### src/design/csat_pkg.sv
// shared types and constants for the chunk streaming access tracker
package csat_pkg;

    localparam int TAG_W     = 32;
    localparam int CYCLE_W   = 48;
    localparam int OFFSET_W  = 5;
    localparam int BLOCK_W   = 6;
    localparam int TIMEOUT_W = 20;
    localparam int TOTAL_W   = 6;

    typedef enum logic {
        CMD_ACCESS = 1'b0,
        CMD_CHECK  = 1'b1
    } cmd_t;

    typedef struct packed {
        cmd_t               cmd;
        logic [TAG_W-1:0]   tag;
        logic [BLOCK_W-1:0] block;
        logic [CYCLE_W-1:0] cycle;
    } req_t;

    typedef struct packed {
        logic valid;
        logic full;
    } q_status_t;

endpackage

### src/design/csat_front.sv
// front end: request acceptance, command decode and block offset folding
module csat_front
    import csat_pkg::*;
#(
    parameter int BLOCKS_PER_CHUNK = 32
) (
    input  logic                in_valid,
    output logic                in_stall,
    input  logic                command,
    input  logic [TAG_W-1:0]    chunk_tag,
    input  logic [OFFSET_W-1:0] block_offset,
    input  logic [CYCLE_W-1:0]  cycle,
    input  q_status_t           q_status,
    output logic                push,
    output req_t                push_req
);

    localparam int RAW_N = 1 << OFFSET_W;

    logic [BLOCK_W-1:0] mod_tab [RAW_N];

    for (genvar i = 0; i < RAW_N; i++) begin : g_mod
        localparam int unsigned M = i % BLOCKS_PER_CHUNK;
        assign mod_tab[i] = BLOCK_W'(M);
    end

    assign in_stall = q_status.full;
    assign push     = in_valid && !q_status.full;

    always_comb
    begin
        push_req.cmd   = (command == 1'b1) ? CMD_CHECK : CMD_ACCESS;
        push_req.tag   = chunk_tag;
        push_req.block = mod_tab[block_offset];
        push_req.cycle = cycle;
    end

endmodule

### src/design/csat_queue.sv
// two-entry request queue between front and back
module csat_queue
    import csat_pkg::*;
(
    input  logic      clk,
    input  logic      rst_n,
    input  logic      push,
    input  req_t      push_req,
    input  logic      pop,
    output req_t      head,
    output q_status_t q_status
);

    req_t       slot_reg [2];
    logic       wr_ptr_reg;
    logic       rd_ptr_reg;
    logic [1:0] count_reg;
    logic       do_push;
    logic       do_pop;

    assign do_push = push && (count_reg != 2'd2);
    assign do_pop  = pop && (count_reg != 2'd0);

    always_ff @(posedge clk or negedge rst_n)
    begin
        if (!rst_n)
        begin
            wr_ptr_reg <= 1'b0;
            rd_ptr_reg <= 1'b0;
            count_reg  <= 2'd0;
        end
        else
        begin
            if (do_push)
                wr_ptr_reg <= ~wr_ptr_reg;
            if (do_pop)
                rd_ptr_reg <= ~rd_ptr_reg;
            if (do_push && !do_pop)
                count_reg <= count_reg + 2'd1;
            else if (do_pop && !do_push)
                count_reg <= count_reg - 2'd1;
        end
    end

    always_ff @(posedge clk)
    begin
        if (do_push)
            slot_reg[wr_ptr_reg] <= push_req;
    end

    assign head           = slot_reg[rd_ptr_reg];
    assign q_status.valid = (count_reg != 2'd0);
    assign q_status.full  = (count_reg == 2'd2);

endmodule

### src/design/csat_back.sv
// back end: tracker table, block bitmap memory, check scan and verdict output
module csat_back
    import csat_pkg::*;
#(
    parameter int NUM_TRACKERS     = 8,
    parameter int BLOCKS_PER_CHUNK = 32
) (
    input  logic                 clk,
    input  logic                 rst_n,
    input  logic                 cfg_valid,
    input  logic [TIMEOUT_W-1:0] cfg_data,
    input  q_status_t            q_status,
    input  req_t                 head,
    output logic                 pop,
    output logic                 out_valid,
    input  logic                 out_stall,
    output logic [TAG_W-1:0]     verdict_tag,
    output logic                 streaming,
    output logic                 last
);

    localparam int IDX_W = (NUM_TRACKERS > 1) ? $clog2(NUM_TRACKERS) : 1;
    localparam int OFF_W = $clog2(BLOCKS_PER_CHUNK);
    localparam logic [TIMEOUT_W-1:0] TIMEOUT_RESET = TIMEOUT_W'(6000);
    localparam logic [TOTAL_W-1:0]   TOTAL_MAX     = TOTAL_W'(63);

    typedef enum logic [5:0] {
        ST_IDLE  = 6'b000001,
        ST_EVICT = 6'b000010,
        ST_EMIT  = 6'b000100,
        ST_UPD   = 6'b001000,
        ST_CHECK = 6'b010000,
        ST_FLUSH = 6'b100000
    } state_t;

    state_t                 state_reg, state_next;
    logic [IDX_W-1:0]       idx_reg, idx_next;
    logic [IDX_W-1:0]       min_idx_reg, min_idx_next;
    logic [CYCLE_W-1:0]     min_start_reg, min_start_next;
    logic                   pend_valid_reg, pend_valid_next;
    logic [TAG_W-1:0]       pend_tag_reg, pend_tag_next;
    logic                   pend_stream_reg, pend_stream_next;
    logic [TIMEOUT_W-1:0]   timeout_reg;

    logic [TAG_W-1:0]       work_tag_reg;
    logic [CYCLE_W-1:0]     work_cyc_reg;
    logic [BLOCK_W-1:0]     work_block_reg;

    logic                   out_valid_reg;
    logic [TAG_W-1:0]       out_tag_reg;
    logic                   out_stream_reg;
    logic                   out_last_reg;

    logic [NUM_TRACKERS-1:0] valid_reg;
    logic [NUM_TRACKERS-1:0] dup_reg;
    logic [NUM_TRACKERS-1:0] clean_reg;
    logic [TAG_W-1:0]        tag_reg   [NUM_TRACKERS];
    logic [CYCLE_W-1:0]      start_reg [NUM_TRACKERS];
    logic [TOTAL_W-1:0]      total_reg [NUM_TRACKERS];

    logic [BLOCKS_PER_CHUNK-1:0] seen_mem [NUM_TRACKERS];
    logic [BLOCKS_PER_CHUNK-1:0] rd_row_reg;
    logic [BLOCKS_PER_CHUNK-1:0] cur_row;
    logic [BLOCKS_PER_CHUNK-1:0] bit_mask;
    logic [OFF_W-1:0]            cur_off;
    logic                        seen_bit;

    logic [NUM_TRACKERS-1:0] hit_vec;
    logic                    hit_any;
    logic [IDX_W-1:0]        hit_idx;
    logic                    free_any;
    logic [IDX_W-1:0]        free_idx;

    logic                    out_free;
    logic                    out_load;
    logic [TAG_W-1:0]        load_tag;
    logic                    load_stream;
    logic                    load_last;
    logic                    reload_en;
    logic [IDX_W-1:0]        reload_idx;
    logic [TAG_W-1:0]        reload_tag;
    logic [CYCLE_W-1:0]      reload_cycle;
    logic                    upd_en;
    logic                    clr_en;
    logic                    scan_last;
    logic [CYCLE_W-1:0]      age;
    logic                    judge_bad;
    logic                    judge_good;

    assign out_free  = !out_valid_reg || !out_stall;
    assign scan_last = (idx_reg == IDX_W'(NUM_TRACKERS - 1));
    assign age       = work_cyc_reg - start_reg[idx_reg];
    assign judge_bad = (age > CYCLE_W'(timeout_reg)) || dup_reg[idx_reg];
    assign judge_good = ({1'b0, total_reg[idx_reg]} == (TOTAL_W + 1)'(BLOCKS_PER_CHUNK));

    assign cur_off  = work_block_reg[OFF_W-1:0];
    assign cur_row  = clean_reg[idx_reg] ? '0 : rd_row_reg;
    assign bit_mask = {{(BLOCKS_PER_CHUNK - 1){1'b0}}, 1'b1} << cur_off;
    assign seen_bit = cur_row[cur_off];

    // parallel tag match and lowest free slot
    always_comb
    begin
        hit_any  = 1'b0;
        hit_idx  = '0;
        free_any = 1'b0;
        free_idx = '0;
        for (int t = NUM_TRACKERS - 1; t >= 0; t--)
        begin
            hit_vec[t] = valid_reg[t] && (tag_reg[t] == head.tag);
            if (hit_vec[t])
            begin
                hit_any = 1'b1;
                hit_idx = IDX_W'(t);
            end
            if (!valid_reg[t])
            begin
                free_any = 1'b1;
                free_idx = IDX_W'(t);
            end
        end
    end

    always_comb
    begin
        state_next       = state_reg;
        idx_next         = idx_reg;
        min_idx_next     = min_idx_reg;
        min_start_next   = min_start_reg;
        pend_valid_next  = pend_valid_reg;
        pend_tag_next    = pend_tag_reg;
        pend_stream_next = pend_stream_reg;
        pop              = 1'b0;
        out_load         = 1'b0;
        load_tag         = pend_tag_reg;
        load_stream      = pend_stream_reg;
        load_last        = 1'b1;
        reload_en        = 1'b0;
        reload_idx       = idx_reg;
        reload_tag       = work_tag_reg;
        reload_cycle     = work_cyc_reg;
        upd_en           = 1'b0;
        clr_en           = 1'b0;
        case (state_reg)
            ST_IDLE:
            begin
                if (q_status.valid)
                begin
                    pop = 1'b1;
                    if (head.cmd == CMD_ACCESS)
                    begin
                        if (hit_any)
                        begin
                            idx_next   = hit_idx;
                            state_next = ST_UPD;
                        end
                        else if (free_any)
                        begin
                            reload_en    = 1'b1;
                            reload_idx   = free_idx;
                            reload_tag   = head.tag;
                            reload_cycle = head.cycle;
                            idx_next     = free_idx;
                            state_next   = ST_UPD;
                        end
                        else
                        begin
                            idx_next       = '0;
                            min_idx_next   = '0;
                            min_start_next = '1;
                            state_next     = ST_EVICT;
                        end
                    end
                    else
                    begin
                        idx_next   = '0;
                        state_next = ST_CHECK;
                    end
                end
            end
            ST_EVICT:
            begin
                if (start_reg[idx_reg] < min_start_reg)
                begin
                    min_idx_next   = idx_reg;
                    min_start_next = start_reg[idx_reg];
                end
                if (scan_last)
                begin
                    idx_next   = min_idx_next;
                    state_next = ST_EMIT;
                end
                else
                begin
                    idx_next = idx_reg + 1'b1;
                end
            end
            ST_EMIT:
            begin
                if (out_free)
                begin
                    out_load    = 1'b1;
                    load_tag    = tag_reg[idx_reg];
                    load_stream = 1'b0;
                    load_last   = 1'b1;
                    reload_en   = 1'b1;
                    state_next  = ST_UPD;
                end
            end
            ST_UPD:
            begin
                upd_en     = 1'b1;
                state_next = ST_IDLE;
            end
            ST_CHECK:
            begin
                if (!(valid_reg[idx_reg] && (judge_bad || judge_good)
                      && pend_valid_reg && !out_free))
                begin
                    if (valid_reg[idx_reg] && (judge_bad || judge_good))
                    begin
                        clr_en = 1'b1;
                        if (pend_valid_reg)
                        begin
                            out_load  = 1'b1;
                            load_last = 1'b0;
                        end
                        pend_valid_next  = 1'b1;
                        pend_tag_next    = tag_reg[idx_reg];
                        pend_stream_next = !judge_bad;
                    end
                    if (scan_last)
                        state_next = ST_FLUSH;
                    else
                        idx_next = idx_reg + 1'b1;
                end
            end
            ST_FLUSH:
            begin
                if (!pend_valid_reg)
                begin
                    state_next = ST_IDLE;
                end
                else if (out_free)
                begin
                    out_load        = 1'b1;
                    load_last       = 1'b1;
                    pend_valid_next = 1'b0;
                    state_next      = ST_IDLE;
                end
            end
            default:
            begin
                state_next = ST_IDLE;
            end
        endcase
    end

    always_ff @(posedge clk or negedge rst_n)
    begin
        if (!rst_n)
        begin
            state_reg      <= ST_IDLE;
            idx_reg        <= '0;
            min_idx_reg    <= '0;
            pend_valid_reg <= 1'b0;
            out_valid_reg  <= 1'b0;
            timeout_reg    <= TIMEOUT_RESET;
            valid_reg      <= '0;
            dup_reg        <= '0;
            clean_reg      <= '1;
        end
        else
        begin
            state_reg      <= state_next;
            idx_reg        <= idx_next;
            min_idx_reg    <= min_idx_next;
            pend_valid_reg <= pend_valid_next;
            if (cfg_valid)
                timeout_reg <= cfg_data;
            if (out_load)
                out_valid_reg <= 1'b1;
            else if (!out_stall)
                out_valid_reg <= 1'b0;
            if (reload_en)
            begin
                valid_reg[reload_idx] <= 1'b1;
                dup_reg[reload_idx]   <= 1'b0;
                clean_reg[reload_idx] <= 1'b1;
            end
            if (upd_en)
            begin
                dup_reg[idx_reg]   <= dup_reg[idx_reg] | seen_bit;
                clean_reg[idx_reg] <= 1'b0;
            end
            if (clr_en)
                valid_reg[idx_reg] <= 1'b0;
        end
    end

    always_ff @(posedge clk)
    begin
        min_start_reg   <= min_start_next;
        pend_tag_reg    <= pend_tag_next;
        pend_stream_reg <= pend_stream_next;
        if (pop)
        begin
            work_tag_reg   <= head.tag;
            work_cyc_reg   <= head.cycle;
            work_block_reg <= head.block;
        end
        if (out_load)
        begin
            out_tag_reg    <= load_tag;
            out_stream_reg <= load_stream;
            out_last_reg   <= load_last;
        end
        if (reload_en)
        begin
            tag_reg[reload_idx]   <= reload_tag;
            start_reg[reload_idx] <= reload_cycle;
            total_reg[reload_idx] <= '0;
        end
        if (upd_en && (total_reg[idx_reg] != TOTAL_MAX))
            total_reg[idx_reg] <= total_reg[idx_reg] + 1'b1;
    end

    // block bitmap memory
    always_ff @(posedge clk)
    begin
        if (upd_en)
            seen_mem[idx_reg] <= cur_row | bit_mask;
        rd_row_reg <= seen_mem[idx_next];
    end

    assign out_valid   = out_valid_reg;
    assign verdict_tag = out_tag_reg;
    assign streaming   = out_stream_reg;
    assign last        = out_last_reg;

    a_unique_hit: assert property (@(posedge clk) disable iff (!rst_n)
        $countones(hit_vec) <= 1)
        else $error("two valid trackers hold the same tag");

    a_upd_valid: assert property (@(posedge clk) disable iff (!rst_n)
        (state_reg == ST_UPD) |-> valid_reg[idx_reg])
        else $error("block update on an invalid tracker");

    a_pend_scope: assert property (@(posedge clk) disable iff (!rst_n)
        pend_valid_reg |-> (state_reg == ST_CHECK || state_reg == ST_FLUSH))
        else $error("pending verdict outside a check");

    a_nonlast_scope: assert property (@(posedge clk) disable iff (!rst_n)
        (out_valid_reg && !out_last_reg)
            |-> (state_reg == ST_CHECK || state_reg == ST_FLUSH))
        else $error("non-final verdict left behind by a finished request");

    a_pop_idle: assert property (@(posedge clk) disable iff (!rst_n)
        pop |-> (state_reg == ST_IDLE))
        else $error("request popped while busy");

endmodule

### src/design/chunk_streaming_access_tracker.sv
// top level of the chunk streaming access tracker
//
// Requests enter a two-entry queue and are carried out one at a time by the
// tracker sequencer. An access that hits a tracker or finds a free one does a
// lookup, then a read-modify-write of the block bitmap memory. An access that
// must evict scans the start cycles one tracker per cycle, then emits the
// victim's verdict when the output is free. A check walks the trackers one
// per cycle, pausing while a verdict waits on out_stall; its final verdict
// carries last. A request is accepted while results wait at the output, as
// long as the queue has room. The timeout register is to be written through
// cfg_data only while the block is idle; the block itself does not enforce it.
module chunk_streaming_access_tracker
    import csat_pkg::*;
#(
    parameter int NUM_TRACKERS     = 8,
    parameter int BLOCKS_PER_CHUNK = 32
) (
    input  logic                 clk,
    input  logic                 rst_n,
    input  logic                 in_valid,
    output logic                 in_stall,
    input  logic                 command,
    input  logic [TAG_W-1:0]     chunk_tag,
    input  logic [OFFSET_W-1:0]  block_offset,
    input  logic                 is_write,
    input  logic [CYCLE_W-1:0]   cycle,
    output logic                 out_valid,
    input  logic                 out_stall,
    output logic [TAG_W-1:0]     verdict_tag,
    output logic                 streaming,
    output logic                 last,
    input  logic                 cfg_valid,
    output logic                 cfg_ready,
    input  logic [TIMEOUT_W-1:0] cfg_data
);

    q_status_t q_status;
    logic      push;
    req_t      push_req;
    logic      pop;
    req_t      head;
    logic      unused_write;

    // write flag has no effect on tracking
    assign unused_write = is_write;
    assign cfg_ready    = 1'b1;

    csat_front #(
        .BLOCKS_PER_CHUNK(BLOCKS_PER_CHUNK)
    ) u_front (
        .in_valid    (in_valid),
        .in_stall    (in_stall),
        .command     (command),
        .chunk_tag   (chunk_tag),
        .block_offset(block_offset),
        .cycle       (cycle),
        .q_status    (q_status),
        .push        (push),
        .push_req    (push_req)
    );

    csat_queue u_queue (
        .clk     (clk),
        .rst_n   (rst_n),
        .push    (push),
        .push_req(push_req),
        .pop     (pop),
        .head    (head),
        .q_status(q_status)
    );

    csat_back #(
        .NUM_TRACKERS    (NUM_TRACKERS),
        .BLOCKS_PER_CHUNK(BLOCKS_PER_CHUNK)
    ) u_back (
        .clk        (clk),
        .rst_n      (rst_n),
        .cfg_valid  (cfg_valid && cfg_ready),
        .cfg_data   (cfg_data),
        .q_status   (q_status),
        .head       (head),
        .pop        (pop),
        .out_valid  (out_valid),
        .out_stall  (out_stall),
        .verdict_tag(verdict_tag),
        .streaming  (streaming),
        .last       (last)
    );

endmodule

### config.mk
export PLATFORM = sky130hd
export DESIGN_NAME = chunk_streaming_access_tracker
export DESIGN_NICKNAME = d
export VERILOG_FILES = /design/src/design/csat_pkg.sv /design/src/design/csat_front.sv /design/src/design/csat_queue.sv /design/src/design/csat_back.sv /design/src/design/chunk_streaming_access_tracker.sv
export SDC_FILE = /design/constraint.sdc
export NUM_CORES = 2
export LEC_CHECK = 0
export BUFFER_PORTS_ARGS = -buffer_cell sky130_fd_sc_hd__buf_2
export CORE_MARGIN = 2
export CORE_UTILIZATION = 54
export DETAILED_ROUTE_END_ITERATION = 16
export MAX_ROUTING_LAYER = met4
export PLACE_DENSITY_LB_ADDON = 0.2
export REMOVE_ABC_BUFFERS = 1
export SETUP_SLACK_MARGIN = 0.5
export SYNTH_ARGS = -nofsm -noshare
export SYNTH_HDL_FRONTEND = slang
export SYNTH_SLANG_ARGS = --single-unit
### constraint.sdc
create_clock -name clk -period 12.5 [get_ports clk]
set_input_delay 0.625 -clock clk [delete_from_list [all_inputs] [get_ports clk]]
set_output_delay 0.625 -clock clk [all_outputs]
set_load 0.02 [all_outputs]
==> results.py <==
metrics = {
    "run_status": {
        "status": "finished, final reports clean",
    },
    "clocking": {
        "cts.repair.resized": 0,
        "cts_buffer_depth": 3,
        "cts_tree": "yes",
        "clk_pin_slew_ns": 0.06,
        "cts_setup_buffers": 0,
        "cts_root_buffer": "clkbuf_16",
        "cts.sink_count": 1410,
        "htreeDepth": 4,
        "numCtsBuffers": 146,
        "clk_latency_ns": 0.77,
    },
    "critical_path": {
        "crit_top_cell": "nand4_1",
        "worstPathArrival_ns": 10.01,
        "cp_slowest_cell": "nor2_4",
        "cp-start-kind": "flop",
        "path_delay_family": "simple AND/OR/NAND/NOR gates",
        "end_kind": "flop",
        "path_class": "flop to flop",
        "cp_num_buf_inv": 4,
        "required_ns": 13.14,
        "critPathMaxFanout": 63,
        "slowest_delay_ns": 0.89,
    },
    "timing": {
        "post-route-period-util": 0.750,
        "setup-violations-final": 0,
        "hold_viol": 0,
        "rsz0062_at_grt": "no",
        "finClkSkew_ns": 0.0332,
        "tightest_slew_ns": 1.31,
        "max_freq_mhz": 107,
        "fin_crit_ns": 9.37,
        "timing.hold.ws_ns": 0.0431,
        "drv_slew": 0,
        "relSlewSlack": 0.125,
    },
    "floorplan": {
        "ios": 149,
        "die_w_um": 342,
        "core-area_um2": 113000,
        "start_util": 0.546,
        "die-area_um2": 117000,
        "rows": 123,
        "die_h_um": 342,
    },
    "grt": {
        "grt_use_met3": 0.0407,
        "met2_usage": 0.453,
        "grt_first_pass_wirelength_um": 250000,
        "grt.busiest_layer": "met2",
        "grt_use_met1": 0.414,
        "grt-ovfl-total": 0,
        "grt_max_degree": 129,
        "antenna_found_initial": 0,
        "first_global_vias": 38865,
        "grt_usage": 0.295,
    },
    "logic_synthesis": {
        "synth.avg_cell_area_um2": 14.0,
        "netlist_area_um2": 61700,
        "async_flop_share": 0.0440,
        "seq_area_frac_synth": 0.676,
        "ys_types": 87,
        "synth_flop_cell": "edfxtp_1",
        "synth-edff-count": 1316,
        "syn_inst": 4417,
        "ys.warnings.count": 0,
        "synth-seq-cells": 1410,
    },
    "layout": {
        "diodes": 0,
        "largest_reg_flops": 384,
        "syn_to_final_growth_pct": 11.9,
        "final_util": 0.611,
        "final_layout_size_suffix_gt1_frac": 0.143,
        "finalNetCount": 4777,
        "nFillCells": 8653,
    },
    "place": {
        "gp_congestion": 1.00,
        "portBuffers": 146,
        "hpwl_um": 102000,
    },
    "drt": {
        "drt-total-wl_um": 169000,
        "ant_nets": 0,
        "drc": 0,
        "drt-vias-per-instance": 6.46,
        "drt-initial-drc-count": 4710,
        "first_pass_iters": 6,
        "routed-via-count": 39797,
        "wl_per_cell_um": 27.4,
    },
    "pwr": {
        "p_leak_nw": 22.8,
        "swShare": 0.413,
        "irDropWorstVdd_uv": 362,
        "p_per_area_nw_per_um2": 303,
        "switchingPower_mw": 8.64,
        "pwr-share-comb": 0.448,
        "pwr-share-seq": 0.343,
        "clockPowerShare": 0.209,
        "intPower_mw": 12.3,
    },
    "hold_path": {
        "hold_class": "input port to flop",
    },
    "job": {
        "maxCapViolCount": 0,
    },
}
-- per-layer routing --
layer,routed length (um),up-vias
met1,70400,20099
met4,5050,0
met3,13900,311
met5,0,-
li1,-,17466
met2,79400,1921
-- stage by stage --
step | power, mW | instances | setup TNS [ns] | setup WS, ns | area [um2]
global placement | 16.3 | 5890 | 0 | 3.34 | 64100
global route | 22.0 | 6163 | 0 | 2.54 | 69000
CTS | 20.9 | 6163 | 0 | 3.26 | 69000
floorplan | 13.3 | 4172 | -164.06 | -4.26 | 60700
detailed placement | 16.5 | 5890 | 0 | 3.33 | 64100
finish | 20.9 | 6163 | 0 | 3.13 | 69000
-- repair_timing --
item / in CTS / in global routing
setup endpoints to repair: 0 / 0
hold buffers: 5 / 0
endpoints found under the hold margin: 9 / 0
-- synthesized netlist by cell type, types with 17 or more instances --
| cell | n | area [um2] |
|---|---|---|
| dfxtp_1 | 32 | 641 |
| ha_1 | 121 | 1510 |
| nor2_1 | 147 | 552 |
| xnor2_1 | 271 | 2370 |
| dfrtp_1 | 46 | 1150 |
| clkbuf_1 | 170 | 638 |
| nor4_1 | 73 | 457 |
| a22oi_1 | 331 | 2480 |
| a21oi_1 | 105 | 526 |
| inv_1 | 183 | 687 |
| and4_1 | 87 | 762 |
| a21o_1 | 27 | 203 |
| nand3_1 | 162 | 811 |
| mux2i_2 | 29 | 399 |
| buf_2 | 40 | 200 |
| edfxtp_1 | 1316 | 39500 |
| a22o_1 | 18 | 158 |
| nand2_1 | 227 | 852 |
| mux2_2 | 141 | 1590 |
| buf_1 | 21 | 78.8 |
| nand4_1 | 223 | 1400 |
| nand2b_1 | 17 | 106 |
| o21ai_0 | 254 | 1270 |
| nor3_1 | 55 | 275 |
| xor2_1 | 26 | 228 |
-- power by group through the flow --
stage | Clock (mW) | Sequential [mW] | Combinational, mW
global route | 4.62 | 7.24 | 10.2
finish | 4.37 | 7.18 | 9.38
CTS | 4.42 | 7.17 | 9.28
floorplan | 0 | 7.20 | 6.13
detailed placement | 0 | 7.26 | 9.22
global placement | 0 | 7.24 | 9.10
-- layout by cell type (no fill, tap or decap), types with 12 or more instances in the layout --
cell type  Yosys  routed
edfxtp_1    1316    1316
a22oi_1      331     331
xnor2_1      271     271
o21ai_0      254     252
nand2_1      227     227
nand4_1      223     223
inv_1        183     183
nand3_1      162     162
clkbuf_16      0     148
buf_2         40     146
mux2_2       141     141
nor2_1       147     132
ha_1         121     121
a21oi_1      105     105
and4_1        87      87
nor4_1        73      72
buf_4          8      64
nor3_1        55      52
dfrtp_1       46      45
clkbuf_1     170      36
dfxtp_1       32      32
mux2i_2       29      29
clkinv_1       0      29
a21o_1        27      27
xor2_1        26      26
a22o_1        18      18
nand2b_1      17      16
mux2i_1       16      16
dfstp_2       16      16
nor2_4         0      15
o22ai_1       15      15
bufinv_16      0      14
a31oi_1       13      13
and3_1        13      12
mux4_2        12      12
-- worst register-to-register path: cells and delay by family (launching register included) --
kind                     cells  cell delay, ns
AND/OR/NAND/NOR             13            4.20
XOR/XNOR                     1            0.23
flip-flops                   1            0.37
buffers and inverters        4            1.78
AO/OA/AOI/OAI                7            1.47
multiplexers                 1            0.39
adder cells (fa/ha/maj)      2            0.82
-- cell families (layout without fill, tap and decap cells) --
logic type / Yosys count / in the layout / share of synthesized area
adder cells (fa/ha/maj): 122 / 122 / 0.0249
flip-flops: 1410 / 1410 / 0.676
XOR/XNOR: 297 / 297 / 0.0422
other: 1 / 1 / 0.0000608
AND/OR/NAND/NOR: 1068 / 1068 / 0.0936
AO/OA/AOI/OAI: 889 / 889 / 0.0953
buffers and inverters: 431 / 677 / 0.0282
multiplexers: 199 / 199 / 0.0394
-- worst paths after layout --
check,from,end,slack (ns),cells after the start
max,u_back.idx_reg[0],u_back.rd_row_reg[4],3.13,28
max reg2reg,u_back.idx_reg[0],u_back.rd_row_reg[4],3.13,28
min in group asynchronous,rst_n,u_queue.rd_ptr_reg,0.05,2
max in group asynchronous,rst_n,u_queue.rd_ptr_reg,11.81,2
min,cycle[21],u_queue.slot_reg[0][21],0.04,1
min reg2reg,u_back.clean_reg[6],u_back.clean_reg[6],0.50,2
-- cell type report --
| class | instances | area [um2] | share of cell area |
|---|---|---|---|
| clock buffer | 193 | 3960 | 0.0574 |
| clock inverter | 75 | 881 | 0.0128 |
| inverter | 186 | 698 | 0.0101 |
| multi-input combinational | 2576 | 18400 | 0.267 |
| sequential | 1410 | 41700 | 0.605 |
| tap | 1500 | 1880 | 0.0272 |
| timing repair buffer | 223 | 1420 | 0.0206 |
Note: power is estimated with default switching activity, not from simulation.
